**src/design/fat32_file_sector_walker_assert.svh**
```systemverilog
// Assertion macros shared by the sector walker RTL.
`ifndef FAT32_FILE_SECTOR_WALKER_ASSERT_SVH
`define FAT32_FILE_SECTOR_WALKER_ASSERT_SVH

// Same-cycle implication, checked out of reset.
`define FSW_ASSERT_NOW(lbl, clk, rst_n, ante, cons) \
    lbl: assert property (@(posedge clk) disable iff (!rst_n) (ante) |-> (cons)) \
        else $error("fsw assertion failed");

// Next-cycle implication, checked out of reset.
`define FSW_ASSERT_NEXT(lbl, clk, rst_n, ante, cons) \
    lbl: assert property (@(posedge clk) disable iff (!rst_n) (ante) |=> (cons)) \
        else $error("fsw assertion failed");

`endif

```
**src/design/fsw_pkg.sv**
```systemverilog
// Types and constants for the FAT32 file sector walker.
package fsw_pkg;

    localparam logic [27:0] CLUSTER_MASK    = 28'hFFFFFFF;
    localparam int          SECTOR_BYTES    = 512;
    localparam int          FAT_ENTRY_BYTES = 4;

    typedef enum logic [1:0] {
        FUNC_REWIND  = 2'd0,
        FUNC_ADVANCE = 2'd1,
        FUNC_FAT     = 2'd2
    } t_func;

    typedef enum logic [2:0] {
        ST_DATA   = 3'd0,
        ST_FAT    = 3'd1,
        ST_NONE   = 3'd2,
        ST_EOF    = 3'd3,
        ST_CHAIN  = 3'd4,
        ST_UNEXP  = 3'd5
    } t_status;

    typedef enum logic [2:0] {
        REG_START_CLUSTER = 3'd0,
        REG_FILE_LENGTH   = 3'd1,
        REG_SECT_PER_CLUS = 3'd2,
        REG_FAT_BASE      = 3'd3,
        REG_DATA_BASE     = 3'd4
    } t_reg_idx;

    typedef struct packed {
        logic [1:0]  func;
        logic [9:0]  byte_count;
        logic [31:0] fat_word;
    } t_in_item;

    typedef struct packed {
        logic [2:0]  status;
        logic [31:0] sector_address;
        logic [8:0]  fat_byte_offset;
        logic [9:0]  granted_bytes;
        logic [31:0] position;
    } t_out_item;

    typedef struct packed {
        logic [27:0] start_cluster;
        logic [31:0] file_length;
        logic [7:0]  clus_sectors;
        logic [15:0] fat_base;
        logic [31:0] data_base;
    } t_cfg;

endpackage

```
**src/design/fat32_file_sector_walker.sv**
```systemverilog
// Top level of the FAT32 file sector walker.
//
// Tracks the read position of one open FAT32 file (512-byte sectors) and
// names the next sector to fetch. Three channels, all valid/ready:
//   in  : one item per transfer (rewind, advance by bytes, FAT word).
//   out : exactly one result per input item, in order.
//   cfg : register writes (index 0..4); ready is always high. Writes must be
//         made only while no item is in flight; the block does not enforce it.
// Pipeline: an input register holds the accepted item; the next-state and
// result logic (one 32x8 multiply feeding the data sector add) sits
// between it and the result register. Output valid rises once the item
// has passed the input register and the result register; throughput is
// one item per cycle while the receiver does not stall, bounded by the
// update of the position/cluster state.
// When the receiver stalls, the result register holds and the input
// register takes one more item, after which in-ready drops until the
// result is taken.
// Reset (synchronous, active low) empties both registers and restores
// the registers and walk state to their defaults: cluster 2, position 0.
module fat32_file_sector_walker (
    input  logic                i_clk,
    input  logic                i_rst_n,
    input  logic                i_in_valid,
    output logic                o_in_ready,
    input  fsw_pkg::t_in_item   i_in,
    output logic                o_out_valid,
    input  logic                i_out_ready,
    output fsw_pkg::t_out_item  o_out,
    input  logic                i_cfg_valid,
    output logic                o_cfg_ready,
    input  logic [2:0]          i_cfg_index,
    input  logic [31:0]         i_cfg_data
);
    import fsw_pkg::*;
    `include "fat32_file_sector_walker_assert.svh"

    t_in_item r_s1;
    logic     r_s1_valid;
    logic     r_out_valid;
    logic     s1_go;
    t_cfg     cfg;

    // s1 moves forward whenever the result slot is empty or being drained
    assign s1_go       = r_s1_valid && (!r_out_valid || i_out_ready);
    assign o_in_ready  = !r_s1_valid || s1_go;
    assign o_cfg_ready = 1'b1;

    always_ff @(posedge i_clk) begin
        if (!i_rst_n) begin
            r_s1_valid  <= 1'b0;
            r_out_valid <= 1'b0;
        end else begin
            if (i_in_valid && o_in_ready) begin
                r_s1_valid <= 1'b1;
            end else if (s1_go) begin
                r_s1_valid <= 1'b0;
            end
            if (s1_go) begin
                r_out_valid <= 1'b1;
            end else if (i_out_ready) begin
                r_out_valid <= 1'b0;
            end
        end
    end

    always_ff @(posedge i_clk) begin
        if (i_in_valid && o_in_ready) begin
            r_s1 <= i_in;
        end
    end

    fsw_cfg u_cfg (
        .i_clk       (i_clk),
        .i_rst_n     (i_rst_n),
        .i_cfg_valid (i_cfg_valid),
        .i_cfg_index (i_cfg_index),
        .i_cfg_data  (i_cfg_data),
        .o_cfg       (cfg)
    );

    fsw_step u_step (
        .i_clk    (i_clk),
        .i_rst_n  (i_rst_n),
        .i_go     (s1_go),
        .i_item   (r_s1),
        .i_cfg    (cfg),
        .o_result (o_out)
    );

    assign o_out_valid = r_out_valid;

    `FSW_ASSERT_NOW(a_stall_only_when_full, i_clk, i_rst_n,
        !o_in_ready, r_s1_valid && r_out_valid && !i_out_ready)

endmodule

```
**src/design/fsw_cfg.sv**
```systemverilog
// Configuration register file of the sector walker.
module fsw_cfg (
    input  logic                i_clk,
    input  logic                i_rst_n,
    input  logic                i_cfg_valid,
    input  logic [2:0]          i_cfg_index,
    input  logic [31:0]         i_cfg_data,
    output fsw_pkg::t_cfg       o_cfg
);
    import fsw_pkg::*;

    t_cfg r_cfg;

    always_ff @(posedge i_clk) begin
        if (!i_rst_n) begin
            r_cfg.start_cluster <= 28'd2;
            r_cfg.file_length   <= 32'd0;
            r_cfg.clus_sectors  <= 8'd1;
            r_cfg.fat_base      <= 16'd0;
            r_cfg.data_base     <= 32'd0;
        end else if (i_cfg_valid) begin
            unique case (i_cfg_index)
                REG_START_CLUSTER: r_cfg.start_cluster <= i_cfg_data[27:0];
                REG_FILE_LENGTH:   r_cfg.file_length   <= i_cfg_data;
                REG_SECT_PER_CLUS: r_cfg.clus_sectors  <= i_cfg_data[7:0];
                REG_FAT_BASE:      r_cfg.fat_base      <= i_cfg_data[15:0];
                REG_DATA_BASE:     r_cfg.data_base     <= i_cfg_data;
                default: ;  // unmapped index, write dropped
            endcase
        end
    end

    assign o_cfg = r_cfg;

endmodule

```
**src/design/fsw_step.sv**
```systemverilog
// Position state, per-item next-state logic and result register.
module fsw_step (
    input  logic                i_clk,
    input  logic                i_rst_n,
    input  logic                i_go,
    input  fsw_pkg::t_in_item   i_item,
    input  fsw_pkg::t_cfg       i_cfg,
    output fsw_pkg::t_out_item  o_result
);
    import fsw_pkg::*;
    `include "fat32_file_sector_walker_assert.svh"

    logic [31:0] r_byte_position, n_byte_position;
    logic [27:0] r_cluster,       n_cluster;
    logic [7:0]  r_sic,           n_sic;
    logic        r_awaiting_fat,  n_awaiting_fat;
    t_out_item   r_result,        n_result;

    logic [27:0] mul_cluster;
    logic [7:0]  mul_sic;
    logic [31:0] rel_cluster;
    logic [31:0] rel_sectors;
    logic [31:0] data_addr;

    logic [9:0]  avail;
    logic [31:0] left;
    logic [9:0]  want_a;
    logic [9:0]  want;
    logic [31:0] new_pos;
    logic [7:0]  sic_inc;
    logic [27:0] next_cluster;

    // One shared multiplier for the data sector address.
    always_comb begin
        case (i_item.func)
            FUNC_REWIND: mul_cluster = i_cfg.start_cluster;
            FUNC_FAT:    mul_cluster = next_cluster;
            default:     mul_cluster = r_cluster;
        endcase
        mul_sic     = (i_item.func == FUNC_ADVANCE) ? sic_inc : 8'd0;
        rel_cluster = {4'd0, mul_cluster} - 32'd2;       // wraps for cluster < 2
        rel_sectors = rel_cluster * {24'd0, i_cfg.clus_sectors};
        data_addr   = i_cfg.data_base + rel_sectors + {24'd0, mul_sic};
    end

    // Advance clipping, next FAT cluster and sector-in-cluster increment
    always_comb begin
        next_cluster = i_item.fat_word[27:0] & CLUSTER_MASK;
        sic_inc      = r_sic + 8'd1;
        avail        = 10'(SECTOR_BYTES) - {1'b0, r_byte_position[8:0]};
        left         = i_cfg.file_length - r_byte_position;
        want_a       = (i_item.byte_count < avail) ? i_item.byte_count : avail;
        want         = ({22'd0, want_a} > left) ? left[9:0] : want_a;
        new_pos      = r_byte_position + {22'd0, want};
    end

    always_comb begin
        n_byte_position = r_byte_position;
        n_cluster       = r_cluster;
        n_sic           = r_sic;
        n_awaiting_fat  = r_awaiting_fat;

        n_result.status          = ST_UNEXP;
        n_result.sector_address  = 32'd0;
        n_result.fat_byte_offset = 9'd0;
        n_result.granted_bytes   = 10'd0;

        case (i_item.func)
            FUNC_REWIND: begin
                n_byte_position         = 32'd0;
                n_cluster               = i_cfg.start_cluster;
                n_sic                   = 8'd0;
                n_awaiting_fat          = 1'b0;
                n_result.status         = ST_DATA;
                n_result.sector_address = data_addr;
            end
            FUNC_ADVANCE: begin
                if (r_awaiting_fat) begin
                    n_result.status = ST_UNEXP;
                end else if (r_byte_position >= i_cfg.file_length) begin
                    n_result.status = ST_EOF;
                end else begin
                    n_byte_position        = new_pos;
                    n_result.granted_bytes = want;
                    n_result.status        = ST_NONE;
                    // crossed into a new sector still inside the file
                    if (want != 10'd0 && new_pos[8:0] == 9'd0
                            && new_pos < i_cfg.file_length) begin
                        n_sic = sic_inc;
                        if (sic_inc >= i_cfg.clus_sectors) begin
                            n_awaiting_fat           = 1'b1;
                            n_result.status          = ST_FAT;
                            n_result.sector_address  = {16'd0, i_cfg.fat_base}
                                                     + {11'd0, r_cluster[27:7]};
                            n_result.fat_byte_offset = {r_cluster[6:0], 2'b00};
                        end else begin
                            n_result.status         = ST_DATA;
                            n_result.sector_address = data_addr;
                        end
                    end
                end
            end
            FUNC_FAT: begin
                if (!r_awaiting_fat) begin
                    n_result.status = ST_UNEXP;
                end else if (next_cluster < 28'd2) begin
                    n_result.status = ST_CHAIN;        // keep waiting
                end else begin
                    n_cluster               = next_cluster;
                    n_sic                   = 8'd0;
                    n_awaiting_fat          = 1'b0;
                    n_result.status         = ST_DATA;
                    n_result.sector_address = data_addr;
                end
            end
            default: n_result.status = ST_UNEXP;
        endcase

        n_result.position = n_byte_position;
    end

    always_ff @(posedge i_clk) begin
        if (!i_rst_n) begin
            r_byte_position <= 32'd0;
            r_cluster       <= 28'd2;
            r_sic           <= 8'd0;
            r_awaiting_fat  <= 1'b0;
        end else if (i_go) begin
            r_byte_position <= n_byte_position;
            r_cluster       <= n_cluster;
            r_sic           <= n_sic;
            r_awaiting_fat  <= n_awaiting_fat;
        end
    end

    always_ff @(posedge i_clk) begin
        if (i_go) begin
            r_result <= n_result;
        end
    end

    assign o_result = r_result;

    `FSW_ASSERT_NEXT(a_fat_req_sets_wait, i_clk, i_rst_n,
        i_go && n_result.status == ST_FAT, r_awaiting_fat)
    `FSW_ASSERT_NEXT(a_adv_while_wait, i_clk, i_rst_n,
        i_go && r_awaiting_fat && i_item.func == FUNC_ADVANCE,
        r_result.status == ST_UNEXP && $stable(r_byte_position))
    `FSW_ASSERT_NEXT(a_grant_bound, i_clk, i_rst_n,
        i_go, r_result.granted_bytes <= 10'(SECTOR_BYTES)
              && r_result.position == r_byte_position)

endmodule
```
**config.mk**
```make
export PLATFORM = sky130hd
export DESIGN_NAME = fat32_file_sector_walker
export DESIGN_NICKNAME = d
export VERILOG_FILES = /design/src/design/fsw_pkg.sv /design/src/design/fat32_file_sector_walker.sv /design/src/design/fsw_cfg.sv /design/src/design/fsw_step.sv
export VERILOG_INCLUDE_DIRS = /design/src /design/src/design
export SDC_FILE = /design/constraint.sdc
export NUM_CORES = 2
export LEC_CHECK = 0
export BUFFER_PORTS_ARGS = -buffer_cell sky130_fd_sc_hd__buf_2
export CAP_MARGIN = 10
export CELL_PAD_IN_SITES_DETAIL_PLACEMENT = 1
export CELL_PAD_IN_SITES_GLOBAL_PLACEMENT = 1
export CORE_UTILIZATION = 43
export DETAILED_ROUTE_END_ITERATION = 6
export PLACE_DENSITY = 0.88
export SLEW_MARGIN = 30
export SYNTH_ARGS = -nofsm -noshare
export SYNTH_HDL_FRONTEND = slang
export SYNTH_SLANG_ARGS = --single-unit
```
**constraint.sdc**
```tcl
create_clock -name i_clk -period 10.6 [get_ports i_clk]
set_input_delay 2.12 -clock i_clk [delete_from_list [all_inputs] [get_ports i_clk]]
set_output_delay 2.12 -clock i_clk [all_outputs]
set_load 0.01 [all_outputs]
```
==> metrics.cfg <==
[timing]
worstMarginPinSlew_ns = 0.982
setup_slack_ns = -0.265
relSlewSlack = 0.345
rsz0062_at_grt = true
slew_violations = 0
fin_crit_sh = 1.03
final_hold_viol_count = 0
final-setup-viol-count = 34
fin_skew_ns = 0.0347
fmax_mhz = 92.0
whs_ns = 0.455
final.setup.tns_ns = -6.75
final.min_clock_period_ns = 10.87

[synthesis]
muxShareOfSynthArea = 0.0189
yosysSeqAreaShare = 0.282
yosysMostFrequentCell = nand2_1
synth_ff_type = dfxtp_1
async_reset_ff_frac = 0
synth_top_area_share = 0.147
synth.avg_cell_area_um2 = 8.56
synth_edf_count = 124
netlist_area_mm2 = 0.0265
yosysTopAreaCell = fa_1
netlist_top_cells_area = fa_1, dfxtp_1, edfxtp_1, ha_1, nand2_1
synth_cell_types = 92
synth_compound_area_frac = 0.153
yosys.area_share.simple = 0.194
synthAdderAreaFrac = 0.238
postSynthCellCount = 3097
synth_xor_xnor_area_share = 0.0452
yosysWarnings = 0
synth_commonest_cells = nand2_1, inv_1, a21oi_1, fa_1, ha_1
synth_top_family_by_area = adder cells
ys_ff_latch = 311

[global_route]
grt_usage = 0.290
grt_pass1_wl_mm = 143
gr-total-overflow = 0
grt_max_degree = 92
antenna_found_initial = 6
grt_pass1_vias = 25700

[clock_network]
numCtsBuffers = 38
max-clock-path-buffers = 3
clock-sinks = 311
cts.htree.levels = 2
cts_tree = built
clkSlewWorstSetupHoldPaths_ns = 0.06
clock_latency_ns = 0.58
cts_root_buf = clkbuf_16
ctsHoldBuffers = 0

[outcome]
status = finished with violations
violations = negative setup slack

[setup_path]
cp_max_fo = 7
crit_buf_inv = 7
cpLargestDelayFamily = compound AO/OA/AOI/OAI gates
worstSetupPathType = register to register
cp.arrival_ns = 11.17
crit_path_end_kind = register
crit_path_start_kind = register
slowest_delay_ns = 0.56
slowest_stage = or4_4
worstPathRequired_ns = 10.90

[pwr]
p_leak_nw = 13.2
p_total_w = 0.00388
ir_drop_mv = 0.130
p_per_area_mw_per_mm2 = 125

[die]
core-area_mm2 = 0.0606
dieArea_mm2 = 0.0626
start_util = 0.437
die_w_um = 250
row_count = 90
die_h_um = 250
io-pin-count = 173

[final_layout]
drive_above_1_share = 0.163
fin_cells = 4133
fin_nets = 3792
area_delta_synth_final_pct = 17.2

[placed_design]
gp_congestion = 0.940
dp_hpwl_mm = 68.8
post-place-ws_ns = -0.628
dp.cells = 4017
port_buffers = 165

[detailed_routing]
routed_via_density = 5.85
drc = 0
wirelength_mm = 94.4
ant_nets = 0
vias = 24200
dr.pass1.iters = 6
avgRoutedWirePerCell_um = 22.8
drt_iter0_drc = 1480

[worst_hold_path]
hold_path_class = register to register

[run]
cap_violations = 0

tightest hold or removal path: cells and delay by family (launching register included):
family / cells / cell delay (ns)
DFF: 1 / 0.31
and+or+nand+nor: 1 / 0.05
AOI/OAI and AO/OA: 1 / 0.05
metrics by stage:
step                utilization  instance area [um2]
floorplan                     -                26500
global placement          0.472                28600
detailed placement        0.472                28600
CTS                       0.500                30300
global route              0.513                31100
finish                    0.513                31100
area by class of cell:
class,count,area [um2]
clock buffers,49,1120
fillers,7047,29500
inverters,335,1260
repair buffers,316,2100
well taps,782,978
clock inverters,20,149
flip-flops and latches,311,7470
diodes,2,5.00
multi-input cells,2318,18000
power by group:
group	switching, W	internal, W	leakage (nW)
clock	0.000566	0.000777	0.623
sequential	0.0000362	0.00129	2.70
combinational	0.000732	0.000481	9.86
layout by cell type (no fill, tap or decap), types with 14 or more instances in the layout:
cell,instances
clkbuf_16,46
nor2b_1,18
dfxtp_1,181
o21a_1,18
nor4_1,20
a22o_1,16
o21ai_0,76
a21oi_1,253
xor2_1,45
o21ai_1,14
xnor2_1,85
nand4_1,36
mux2i_1,30
fa_1,193
a21o_1,46
buf_4,132
and3_1,14
ha_1,175
nand2_1,523
edfxtp_1,124
nor3_1,33
buf_2,165
a211oi_1,45
nor2_1,176
nand3_1,59
ha_4,15
nand2b_1,25
o211ai_1,16
and2_1,118
inv_1,329
final timing paths:
kind | to | from | cells past startpoint | slack, ns
setup / recovery | u_step.o_result[59] | u_step.r_byte_position[4] | 49 | -0.27
hold reg to reg | u_cfg.o_cfg[28] | u_cfg.o_cfg[28] | 2 | 0.45
setup reg to reg | u_step.o_result[59] | u_step.r_byte_position[4] | 49 | -0.27
hold / removal | u_cfg.o_cfg[28] | u_cfg.o_cfg[28] | 2 | 0.45
metal layers:
layer,share of wire,global-route usage
met5,0.00029,0
met4,0.042,0.117
met3,0.060,0.0413
met2,0.50,0.513
met1,0.39,0.352
sequential cells by signal (all words and copies together), names as in the netlist:
name,cells
u_step.r_cluster,28
u_step.o_result,84
u_cfg.o_cfg,116
u_step.r_sic,8
u_step.r_byte_position,32
r_s1,40
o_out_valid,1
u_step.r_awaiting_fat,1
r_s1_valid,1
logic make-up (layout without fill, tap and decap cells):
kind of cell | Yosys count | after routing
and+or+nand+nor | 1110 | 1110
AOI/OAI and AO/OA | 633 | 633
buffers and inverters | 469 | 720
adders and majority gates | 388 | 388
DFF | 311 | 311
xor gates and xnor gates | 136 | 136
muxes | 48 | 48
other | 2 | 5
what timing repair did:
action,CTS,global route
pin swaps,32,86
setup endpoints to repair,50,50
resized for setup,52,105
buffers inserted,23,21
cloned,2,2
Note: power is estimated with default switching activity, not from simulation.
